## src/design/lrs_pkg.sv

```systemverilog
package lrs_pkg;

    localparam int unsigned TIME_W = 32;
    localparam int unsigned CFG_IDX_W = 3;
    localparam int unsigned IN_DATA_W = 40;
    localparam int unsigned OUT_DATA_W = 40;

    // connection modes
    localparam logic [1:0] MODE_IDLE        = 2'd0;
    localparam logic [1:0] MODE_CONNECTING  = 2'd1;
    localparam logic [1:0] MODE_CONNECTED   = 2'd2;
    localparam logic [1:0] MODE_FAILED_WAIT = 2'd3;

    // request kinds
    localparam logic REQ_START = 1'b0;
    localparam logic REQ_POLL  = 1'b1;

    // link status classes
    localparam logic [1:0] LINK_UP     = 2'd1;
    localparam logic [1:0] LINK_FAILED = 2'd2;

    // event codes
    localparam logic [2:0] EV_NONE      = 3'd0;
    localparam logic [2:0] EV_CONNECTED = 3'd1;
    localparam logic [2:0] EV_LINK_FAIL = 3'd2;
    localparam logic [2:0] EV_TIMEOUT   = 3'd3;
    localparam logic [2:0] EV_REFUSED   = 3'd4;
    localparam logic [2:0] EV_DROPPED   = 3'd5;
    localparam logic [2:0] EV_THROTTLED = 3'd6;

    // backoff steps
    localparam logic [1:0] STEP_FIRST  = 2'd0;
    localparam logic [1:0] STEP_SECOND = 2'd1;
    localparam logic [1:0] STEP_MAX    = 2'd2;

    // configuration register indexes
    localparam logic [CFG_IDX_W-1:0] REG_CONNECT_TIMEOUT = 3'd0;
    localparam logic [CFG_IDX_W-1:0] REG_POLL_INTERVAL   = 3'd1;
    localparam logic [CFG_IDX_W-1:0] REG_RETRY_FIRST     = 3'd2;
    localparam logic [CFG_IDX_W-1:0] REG_RETRY_SECOND    = 3'd3;
    localparam logic [CFG_IDX_W-1:0] REG_RETRY_MAX       = 3'd4;

    // half the time range: a due time is reached when now - due falls below this
    localparam logic [TIME_W-1:0] HALF_RANGE = 32'h8000_0000;

    typedef struct packed {
        logic [TIME_W-1:0] attempt_limit_ms;
        logic [TIME_W-1:0] poll_interval_ms;
        logic [TIME_W-1:0] retry_first_ms;
        logic [TIME_W-1:0] retry_second_ms;
        logic [TIME_W-1:0] retry_max_ms;
    } t_cfg;

    typedef struct packed {
        logic              req_type;
        logic [TIME_W-1:0] now_ms;
        logic [1:0]        link_state;
        logic              connect_refused;
    } t_item;

    typedef struct packed {
        logic [1:0]        conn_state;
        logic              connect_issued;
        logic [2:0]        event_code;
        logic [TIME_W-1:0] retry_wait_ms;
        logic              first_connect;
    } t_result;

    typedef struct packed {
        logic [1:0]        mode;
        logic [TIME_W-1:0] attempt_start;
        logic [TIME_W-1:0] retry_due;
        logic [1:0]        backoff_step;
        logic [TIME_W-1:0] last_poll_time;
        logic              ever_connected;
    } t_state;

endpackage

```

## src/design/lrs_cfg_regs.sv

```systemverilog
module lrs_cfg_regs
    import lrs_pkg::*;
(
    input  logic                 i_clk,
    input  logic                 i_rst_n,
    input  logic                 i_cfg_we,
    input  logic [CFG_IDX_W-1:0] i_cfg_idx,
    input  logic [TIME_W-1:0]    i_cfg_wdata,
    output t_cfg                 o_cfg
);

    t_cfg r_cfg;

    always_ff @(posedge i_clk) begin
        if (!i_rst_n) begin
            r_cfg.attempt_limit_ms   <= 32'd15000;
            r_cfg.poll_interval_ms   <= 32'd1000;
            r_cfg.retry_first_ms     <= 32'd5000;
            r_cfg.retry_second_ms    <= 32'd10000;
            r_cfg.retry_max_ms       <= 32'd30000;
        end else if (i_cfg_we) begin
            unique case (i_cfg_idx)
                REG_CONNECT_TIMEOUT: r_cfg.attempt_limit_ms   <= i_cfg_wdata;
                REG_POLL_INTERVAL:   r_cfg.poll_interval_ms   <= i_cfg_wdata;
                REG_RETRY_FIRST:     r_cfg.retry_first_ms     <= i_cfg_wdata;
                REG_RETRY_SECOND:    r_cfg.retry_second_ms    <= i_cfg_wdata;
                REG_RETRY_MAX:       r_cfg.retry_max_ms       <= i_cfg_wdata;
                default: begin
                    // drop writes to unused indexes
                end
            endcase
        end
    end

    assign o_cfg = r_cfg;

endmodule

```

## src/design/lrs_step_logic.sv

```systemverilog
module lrs_step_logic
    import lrs_pkg::*;
(
    input  t_item   i_item,
    input  t_state  i_state,
    input  t_cfg    i_cfg,
    output t_state  o_state,
    output t_result o_result
);

    logic [TIME_W-1:0] delay;
    logic [1:0]        fail_step;
    logic [TIME_W-1:0] since_poll;
    logic [TIME_W-1:0] since_start;
    logic [TIME_W-1:0] past_due;
    logic              throttled;
    logic              timed_out;
    logic              due;

    always_comb begin
        case (i_state.backoff_step)
            STEP_FIRST:  delay = i_cfg.retry_first_ms;
            STEP_SECOND: delay = i_cfg.retry_second_ms;
            default:     delay = i_cfg.retry_max_ms;
        endcase
        fail_step = (i_state.backoff_step < STEP_MAX) ? i_state.backoff_step + 2'd1 : STEP_MAX;
    end

    assign since_poll  = i_item.now_ms - i_state.last_poll_time;
    assign since_start = i_item.now_ms - i_state.attempt_start;
    assign past_due    = i_item.now_ms - i_state.retry_due;
    assign throttled   = since_poll < i_cfg.poll_interval_ms;
    assign timed_out   = since_start >= i_cfg.attempt_limit_ms;
    assign due         = past_due < HALF_RANGE;

    always_comb begin
        logic go_fail;
        logic go_connect;
        go_fail    = 1'b0;
        go_connect = 1'b0;
        o_state    = i_state;
        o_result   = '0;

        if (i_item.req_type == REQ_START) begin
            go_connect = 1'b1;
        end else if (i_state.mode != MODE_IDLE) begin
            if (throttled) begin
                o_result.event_code = EV_THROTTLED;
            end else begin
                o_state.last_poll_time = i_item.now_ms;
                unique case (i_state.mode)
                    MODE_CONNECTING: begin
                        if (i_item.link_state == LINK_UP) begin
                            o_state.mode           = MODE_CONNECTED;
                            o_state.backoff_step   = STEP_FIRST;
                            o_state.ever_connected = 1'b1;
                            o_result.event_code    = EV_CONNECTED;
                            o_result.first_connect = ~i_state.ever_connected;
                        end else if (i_item.link_state == LINK_FAILED) begin
                            go_fail             = 1'b1;
                            o_result.event_code = EV_LINK_FAIL;
                        end else if (timed_out) begin
                            go_fail             = 1'b1;
                            o_result.event_code = EV_TIMEOUT;
                        end
                    end
                    MODE_FAILED_WAIT: begin
                        go_connect = due;
                    end
                    MODE_CONNECTED: begin
                        if (i_item.link_state != LINK_UP) begin
                            go_fail             = 1'b1;
                            o_result.event_code = EV_DROPPED;
                        end
                    end
                    default: begin
                    end
                endcase
            end
        end

        if (go_connect) begin
            o_result.connect_issued = 1'b1;
            if (i_item.connect_refused) begin
                go_fail             = 1'b1;
                o_result.event_code = EV_REFUSED;
            end else begin
                o_state.attempt_start = i_item.now_ms;
                o_state.mode          = MODE_CONNECTING;
            end
        end

        if (go_fail) begin
            o_state.mode           = MODE_FAILED_WAIT;
            o_state.backoff_step   = fail_step;
            o_state.retry_due      = i_item.now_ms + delay;
            o_result.retry_wait_ms = delay;
        end

        o_result.conn_state = o_state.mode;
    end

endmodule

```

## src/design/link_retry_supervisor_unit.sv

```systemverilog
// Link retry supervisor. Each input item is a start request (tuser = 0) or a
// poll (tuser = 1) carrying the millisecond time, the link status class and a
// refused flag for a connect attempt issued by that item; each item yields
// exactly one result item with the new connection state, whether a connect
// was issued, an event code, the retry delay applied on entering failed wait
// and a first-connection flag. Items flow through an input register, the
// decision logic that also updates the supervisor state, and an output
// register, so the block takes one item per cycle while the output side
// keeps up; a result item is offered once its item has passed the input
// and output registers, and is taken when the output side is ready; the
// output register lets a new item enter while a result waits.
// Configuration registers are written through the plain write port and
// should change only while no item is in flight.
module link_retry_supervisor_unit
    import lrs_pkg::*;
(
    input  logic                  i_clk,
    input  logic                  i_rst_n,
    // configuration write port
    input  logic                  i_cfg_we,
    input  logic [CFG_IDX_W-1:0]  i_cfg_idx,
    input  logic [TIME_W-1:0]     i_cfg_wdata,
    // request items
    input  logic                  i_s_axis_tvalid,
    output logic                  o_s_axis_tready,
    // [31:0] now_ms, [33:32] link_state, [34] connect_refused, [39:35] zero
    input  logic [IN_DATA_W-1:0]  i_s_axis_tdata,
    // [0] req_type
    input  logic                  i_s_axis_tuser,
    // result items
    output logic                  o_m_axis_tvalid,
    input  logic                  i_m_axis_tready,
    // [1:0] conn_state, [2] connect_issued, [5:3] event_code,
    // [37:6] retry_wait_ms, [38] first_connect, [39] zero
    output logic [OUT_DATA_W-1:0] o_m_axis_tdata
);

    t_cfg    cfg;
    t_state  r_state;
    t_state  n_state;
    t_result step_result;

    logic    r_in_valid;
    t_item   r_in;
    logic    r_out_valid;
    t_result r_out;
    logic    advance;

    lrs_cfg_regs u_cfg (
        .i_clk       (i_clk),
        .i_rst_n     (i_rst_n),
        .i_cfg_we    (i_cfg_we),
        .i_cfg_idx   (i_cfg_idx),
        .i_cfg_wdata (i_cfg_wdata),
        .o_cfg       (cfg)
    );

    lrs_step_logic u_step (
        .i_item   (r_in),
        .i_state  (r_state),
        .i_cfg    (cfg),
        .o_state  (n_state),
        .o_result (step_result)
    );

    // Move the held item into the output register when that slot is free or
    // being emptied this cycle; the state commits at the same edge.
    assign advance         = r_in_valid && (!r_out_valid || i_m_axis_tready);
    assign o_s_axis_tready = !r_in_valid || advance;

    always_ff @(posedge i_clk) begin
        if (!i_rst_n) begin
            r_in_valid <= 1'b0;
        end else if (o_s_axis_tready) begin
            r_in_valid <= i_s_axis_tvalid;
        end
    end

    always_ff @(posedge i_clk) begin
        if (i_s_axis_tvalid && o_s_axis_tready) begin
            r_in.req_type        <= i_s_axis_tuser;
            r_in.now_ms          <= i_s_axis_tdata[31:0];
            r_in.link_state      <= i_s_axis_tdata[33:32];
            r_in.connect_refused <= i_s_axis_tdata[34];
        end
    end

    // Supervisor state: advance once per item.
    always_ff @(posedge i_clk) begin
        if (!i_rst_n) begin
            r_state.mode           <= MODE_IDLE;
            r_state.attempt_start  <= '0;
            r_state.retry_due      <= '0;
            r_state.backoff_step   <= STEP_FIRST;
            r_state.last_poll_time <= '0;
            r_state.ever_connected <= 1'b0;
        end else if (advance) begin
            r_state <= n_state;
        end
    end

    always_ff @(posedge i_clk) begin
        if (!i_rst_n) begin
            r_out_valid <= 1'b0;
        end else if (advance) begin
            r_out_valid <= 1'b1;
        end else if (i_m_axis_tready) begin
            r_out_valid <= 1'b0;
        end
    end

    always_ff @(posedge i_clk) begin
        if (advance) begin
            r_out <= step_result;
        end
    end

    assign o_m_axis_tvalid = r_out_valid;
    assign o_m_axis_tdata  = {1'b0, r_out.first_connect, r_out.retry_wait_ms,
                              r_out.event_code, r_out.connect_issued, r_out.conn_state};

`ifndef ASSERT_OFF
    // A nonzero retry delay is only reported on entry to failed wait.
    a_wait_only_on_fail: assert property (@(posedge i_clk) disable iff (!i_rst_n)
        o_m_axis_tvalid && (r_out.retry_wait_ms != '0) |-> r_out.conn_state == MODE_FAILED_WAIT)
        else $error("retry delay reported outside failed wait");

    // First connection flag comes with the connected event and state.
    a_first_is_connect: assert property (@(posedge i_clk) disable iff (!i_rst_n)
        o_m_axis_tvalid && r_out.first_connect |->
            (r_out.event_code == EV_CONNECTED) && (r_out.conn_state == MODE_CONNECTED))
        else $error("first_connect without a connection");

    // A refusal can only follow an issued connect attempt.
    a_refused_issued: assert property (@(posedge i_clk) disable iff (!i_rst_n)
        o_m_axis_tvalid && (r_out.event_code == EV_REFUSED) |-> r_out.connect_issued)
        else $error("refused event without a connect attempt");

    // The backoff saturates at the maximum step.
    a_backoff_range: assert property (@(posedge i_clk) disable iff (!i_rst_n)
        r_state.backoff_step != 2'd3)
        else $error("backoff step out of range");

    // The supervisor state only changes when an item is processed.
    a_state_hold: assert property (@(posedge i_clk) disable iff (!i_rst_n)
        !advance |=> $stable(r_state))
        else $error("state changed without an item");
`endif

endmodule
```

## config.mk

```make
export PLATFORM = sky130hd
export DESIGN_NAME = link_retry_supervisor_unit
export DESIGN_NICKNAME = d
export VERILOG_FILES = /design/src/design/lrs_pkg.sv /design/src/design/lrs_cfg_regs.sv /design/src/design/lrs_step_logic.sv /design/src/design/link_retry_supervisor_unit.sv
export SDC_FILE = /design/constraint.sdc
export NUM_CORES = 1
export LEC_CHECK = 0
export BUFFER_PORTS_ARGS = -buffer_cell sky130_fd_sc_hd__buf_4
export CORE_MARGIN = 5
export CORE_UTILIZATION = 43
export DETAILED_ROUTE_END_ITERATION = 12
export PLACE_DENSITY = 0.6
export SYNTH_ARGS = -nofsm -noshare
export SYNTH_HDL_FRONTEND = slang
export SYNTH_SLANG_ARGS = --single-unit
```

## constraint.sdc

```tcl
create_clock -name i_clk -period 5.4 [get_ports i_clk]
set_input_delay 0.54 -clock i_clk [delete_from_list [all_inputs] [get_ports i_clk]]
set_output_delay 0.54 -clock i_clk [all_outputs]
set_load 0.01 [all_outputs]
```

-- Word level (Yosys, flattened, before mapping)
Index checks and enable logic that the tools add are counted.
- register bits: 338
- input bits: 81
- output and inout port bits: 42
- word-level logic and storage cells: 119
- $add $sub $neg: 5
- order comparisons: 4
- equality and inequality tests: 12
- mux-type cells: 44
- bitwise operators: 7
- reductions and logical operators: 25
- operators with widths (cell ; number):
    $mux 35 ; 3
    $sub 32x32->32 ; 3
    $mux 34 ; 2
    $pmux 32 s2 ; 1
    $add 32x32->32 ; 1
    $ge 32x32->1 ; 1
    $lt 32x32->1 ; 1
    $lt 32x32->1 const B ; 1
    $mux 2 ; 11
    $mux 3 ; 7
    $mux 1 ; 17
    $reduce_and 2->1 ; 6
    $reduce_and 6->1 ; 2
    $reduce_bool 2->1 ; 6
    $not 1->1 ; 7
    $eq 2x1->1 const B ; 3
    $eq 2x2->1 const B ; 3
    $eq 3x2->1 const B ; 2
    $pmux 3 s2 ; 1
    $reduce_or 5->1 ; 1
    $mux 4 ; 1
    $reduce_and 4->1 ; 1
    $eq 3x1->1 const B ; 1
    $eq 3x3->1 const B ; 1
    other kinds (11) ; 14

-- Logic depth before layout (Yosys ltp)
- depth after elaboration: 13
- gate-level depth with buffers: 27
- mapped depth without buffers: 25

-- Hierarchy
From an unflattened synthesis, not the netlist that was laid out.
- cells, all modules: 2455
- area, all modules: 21843.4 µm²
- modules (own cells, without submodules) (module ; instances ; cells an instance ; area an instance (µm²) ; sequential area each (µm²)):
    lrs_step_logic ; 1 ; 1357 ; 9416.5 ; 0.0
    link_retry_supervisor_unit ; 1 ; 525 ; 6407.4 ; 4314.1
    lrs_cfg_regs ; 1 ; 573 ; 6019.5 ; 3203.1

-- Worst setup path after synthesis
No wires, ideal clock.
- kind: register to register
- start point: register r_in[3] (netlist bit)
- end point: register r_state[58] (netlist bit)
- setup time: 0.070 ns
- arrival: 5.546 ns
- data required time: 5.330 ns
- slack: -0.216 ns
- cell stages (with the launch flop): 25
- cell sequence: edfxtp_1 > inv_1 > ha_1 > inv_1 > fa_1 > a21oi_1 > nor2_1 > or4b_1 > a21oi_1 > a31o_2 > o31ai_1 > a311oi_1 > o31ai_1 > xor2_1 > ha_1 > nand4_2 > nor4_2 > nand2_1 > a211oi_2 > a21oi_2 > nor4b_4 > a32oi_4 > nand2b_4 > or4_1 > a21boi_1
- longest elaborated chain between the ends: 12
- elaborated cells between the ends (all ways): 21
- RTL lines (what ; line ; source):
    start, declared ; link_retry_supervisor_unit.sv:44 ; t_item r_in;
    $sub 32x32->32 ; lrs_step_logic.sv:30 ; assign since_start = i_item.now_ms - i_state.attempt_start;
    $ge 32x32->1 ; lrs_step_logic.sv:33 ; assign timed_out = since_start >= i_cfg.attempt_limit_ms;
    $mux 1 ; lrs_step_logic.sv:62 ; end else if (timed_out) begin
    $mux 1 ; lrs_step_logic.sv:59 ; end else if (i_item.link_state == LINK_FAILED) begin
    $mux 1 ; lrs_step_logic.sv:53 ; if (i_item.link_state == LINK_UP) begin
    $pmux 1 s2 ; lrs_step_logic.sv:51 ; unique case (i_state.mode)
    $mux 1 ; lrs_step_logic.sv:47 ; if (throttled) begin
    $mux 1 ; lrs_step_logic.sv:46 ; end else if (i_state.mode != MODE_IDLE) begin
    $mux 1 ; lrs_step_logic.sv:44 ; if (i_item.req_type == REQ_START) begin
    $mux 1 ; lrs_step_logic.sv:84 ; if (i_item.connect_refused) begin
    $mux 1 ; lrs_step_logic.sv:82 ; if (go_connect) begin
    $reduce_and 2->1 (no source line) ; -- ;
    end signal, assigned ; link_retry_supervisor_unit.sv:98 ; r_state <= n_state;
    end, declared ; link_retry_supervisor_unit.sv:39 ; t_state r_state;
Several ways; a longest one is shown, not always the timed one.
A chain may end at the register's enable or synchronous reset.

-- Worst setup path in the final report
Ends and elaborated chain as after synthesis.

==> qor.yml <==
timing:
  slew_headroom_pct: 29.93
  setup_slack_ps: -428.3
  finalCritPeriodShare_pct: 107.9
  rsz0062_at_grt: "yes"
  tns_ps: -36100
  finalClockSkew_ps: 18.85
  setup_viol: 135
  fmax_mhz: 171.6
  worstMarginPinSlew_ps: 1051
  finalHoldViolations: 0
  report.final.slew_viol_count: 0
  finalCriticalPeriod_ps: 5828
cts:
  clock-sinks: 338
  cts_root_buf: "clkbuf_16"
  hold_buffers: 0
  cts_tree: "yes"
  htree_levels: 2
  cts_buffers: 41
  clock_latency_ps: 570
  clockBufferDepth: 3
  clk_pin_slew_worst_paths_ps: 70
logic_synthesis:
  avgSynthCellArea_um2: 8.544
  synth_fa_ha_area_share_pct: 12.32
  synth_xor_area_share_pct: 3.616
  synth_compound_area_share_pct: 19.02
  syn-instance-count: 2325
  synth_cell_type_count: 78
  ys_warn_count: 0
  async_flop_share_pct: 0
  syn_nets: 2599
  muxShareOfSynthArea_pct: 3.225
  ys_seq_area_share_pct: 37.84
  synth_top_family_by_area: "compound AO/OA/AOI/OAI gates"
  synth_area_um2: 19860
  yosys.area_share.simple_pct: 18.55
  synth_edf_count: 75
  synth-seq-cells: 338
  synth_flop_cell: "dfxtp_1"
finish:
  stdcell_area_um2: 24370
  nFillCells: 4175
  final_common_cell: "nand2_1"
  final_cell_mix: "508 x nand2_1, 283 x buf_4, 261 x dfxtp_1"
  utilization_pct: 53.47
  syn2layout_area_growth_pct: 22.68
  fin_cells: 3208
  drive_gt1_share_pct: 17.22
  layout.nets: 2851
floorplan:
  rows: 78
  coreArea_um2: 45580
  initial_utilization_pct: 43.58
  fp.dieW_um: 224.9
  io_pins: 123
  fp.dieH_um: 224.9
  die-area_um2: 50590
setup_path:
  critical_path_arrival_ps: 6320
  crit_slowest_cell: "or4_1"
  slowest_delay_ps: 530
  path_max_fanout: 5
  worstSetupStartpointType: "flip-flop"
  worstPathRequired_ps: 5890
  critPathCaptureType: "flip-flop"
  regToRegSetupSlack_ps: -430
  crit_family: "simple AND/OR/NAND/NOR gates"
  r2r_end: "r_state[58]$_SDFFE_PN0P_"
  rr_worst_depth: 26
  path_buf_inv: 4
  r2r-start: "r_in[3]$_DFFE_PP_"
  cp.depth: 26
  setup.worst_path.class: "flip-flop to flip-flop"
global_routing:
  antenna_found_initial: 1
  grt.busiest_layer: "met1"
  grt_pass1_vias: 16340
  grt_start_max_net_pins: 153
  grt_util_met1_pct: 33.72
  use_met2_pct: 33.64
  grt-ovfl-total: 0
  grt_pass1_wl_um: 90980
  grt_use_total_pct: 22.67
  use_met3_pct: 3.738
power:
  leakage_nw: 9.342
  ir_worst_vdd_v: 0.0002006
  power_density_nw_per_um2: 271.3
placement:
  hpwl_um: 42750
  placed_cells: 3107
  postPlaceCellArea_um2: 22440
  io_buffer_count: 116
  gp_congestion: 0.8994
  dpl_worst_slack_ps: -658.7
detailed_routing:
  wl_per_cell_um: 18.48
  drc: 0
  routed_wl_um: 59270
  vias: 17000
  vias_per_cell: 5.300
  first_iter_violations: 1107
  drtPass1Iterations: 5
  ant_nets: 0
outcome:
  status: "finished, violations left"
  violations: "setup timing"
run:
  max_cap_violations: 0
min_path:
  hold_end: "r_in[11]$_DFFE_PP_"
  worstHoldStart: "i_s_axis_tdata[8]"
  min_path_type: "primary input to flip-flop"
  hold_depth: 1
## worst reg2reg max path, delay by kind of cell (launching register included)
| family | cells | cell delay [ps] |
|---|---|---|
| and+or+nand+nor | 9 | 2390 |
| AOI/OAI and AO/OA | 9 | 1600 |
| adders and majority gates | 3 | 780 |
| buffers and inverters | 4 | 410 |
| DFF | 1 | 410 |
| xor gates and xnor gates | 1 | 160 |
## worst max-delay path by stage
| stage | startpoint | end | slack [ps] |
|---|---|---|---|
| after floorplan | r_in[3]$_DFFE_PP_ | r_state[58]$_SDFFE_PN0P_ | -6 |
| after global placement | r_in[3]$_DFFE_PP_ | r_state[81]$_SDFFE_PN0P_ | -540 |
| after detailed placement | r_in[3]$_DFFE_PP_ | r_state[96]$_SDFFE_PN0P_ | -660 |
| after CTS | r_in[3]$_DFFE_PP_ | r_state[58]$_SDFFE_PN0P_ | -470 |
| after global routing | r_in[3]$_DFFE_PP_ | r_state[58]$_SDFFE_PN0P_ | -670 |
| final | r_in[3]$_DFFE_PP_ | r_state[58]$_SDFFE_PN0P_ | -430 |
## routing by layer
layer / wire length (µm) / vias up
met5: 0 / -
met4: 1607 / 0
met3: 3734 / 102
met2: 24730 / 433
met1: 29200 / 8004
li1: - / 8462
## sequential cells by signal, summed over array words and instances (netlist names)
| register | count |
|---|---|
| u_cfg.o_cfg | 160 |
| r_state | 101 |
| r_in | 36 |
| r_in_valid | 1 |
| o_m_axis_tdata | 39 |
| o_m_axis_tvalid | 1 |
## power breakdown
part / switching, mW / internal (mW)
clock network: 1.11 / 1.64
logic: 0.632 / 0.522
registers: 0.0516 / 2.66
## layout make-up
class,instances,area [µm²],area share [%]
Antenna cell,1,2.502,0.01027
Clock buffer,55,1191,4.888
Clock inverter,18,147.6,0.6058
Inverter,181,679.4,2.788
Multi-Input combinational cell,1710,11570,47.48
Sequential cell,338,7520,30.86
Tap cell,600,750.7,3.081
Timing Repair Buffer,305,2509,10.29
## synthesized netlist by cell type (5+ instances only)
cell type,number,share of area (%)
o21bai_1,11,0.42
nand2b_1,15,0.47
clkbuf_1,82,1.5
xor2_1,22,0.97
a21oi_1,98,2.5
o31a_1,6,0.26
or2_2,8,0.25
o21a_1,16,0.60
o211ai_1,20,0.76
o31ai_1,8,0.30
a31oi_1,18,0.57
and3_1,6,0.19
mux2i_1,64,3.2
nor2b_1,79,2.5
buf_4,6,0.23
dfxtp_1,263,27
nor4_1,5,0.16
and4_1,6,0.26
nor3_1,18,0.45
nor2_1,67,1.3
edfxtp_1,75,11
nand3_1,41,1.0
inv_1,181,3.4
xnor2_1,60,2.6
a21o_1,34,1.3
nand4_1,15,0.47
o21ai_0,97,2.4
ha_1,190,12
o211a_1,7,0.35
a211oi_1,11,0.42
a21boi_0,187,7.1
or3_1,8,0.25
and2_1,7,0.22
nand2_1,511,9.7
## metrics by stage
step | power (mW) | hold WS [ps]
5_1_grt | 6.894 | 137.9
3_5_place_dp | 3.844 | 453.4
4_1_cts | 6.642 | 125.7
3_3_place_gp | 3.819 | 443.4
6_report | 6.611 | 153.8
2_1_floorplan | 3.411 | 430.7
## logic make-up after synthesis
| family | Yosys count |
|---|---|
| AOI/OAI and AO/OA | 556 |
| xor gates and xnor gates | 82 |
| adders and majority gates | 194 |
| buffers and inverters | 277 |
| DFF | 338 |
| muxes | 64 |
| other | 1 |
| and+or+nand+nor | 813 |
## repair_timing
action	4_1_cts	5_1_grt
endpoints found under the setup margin	140	140
pin swaps	20	10
setup buffers	16	6
resized for setup	52	43
cloned	5	2
Note: power is estimated with default switching activity, not from simulation.
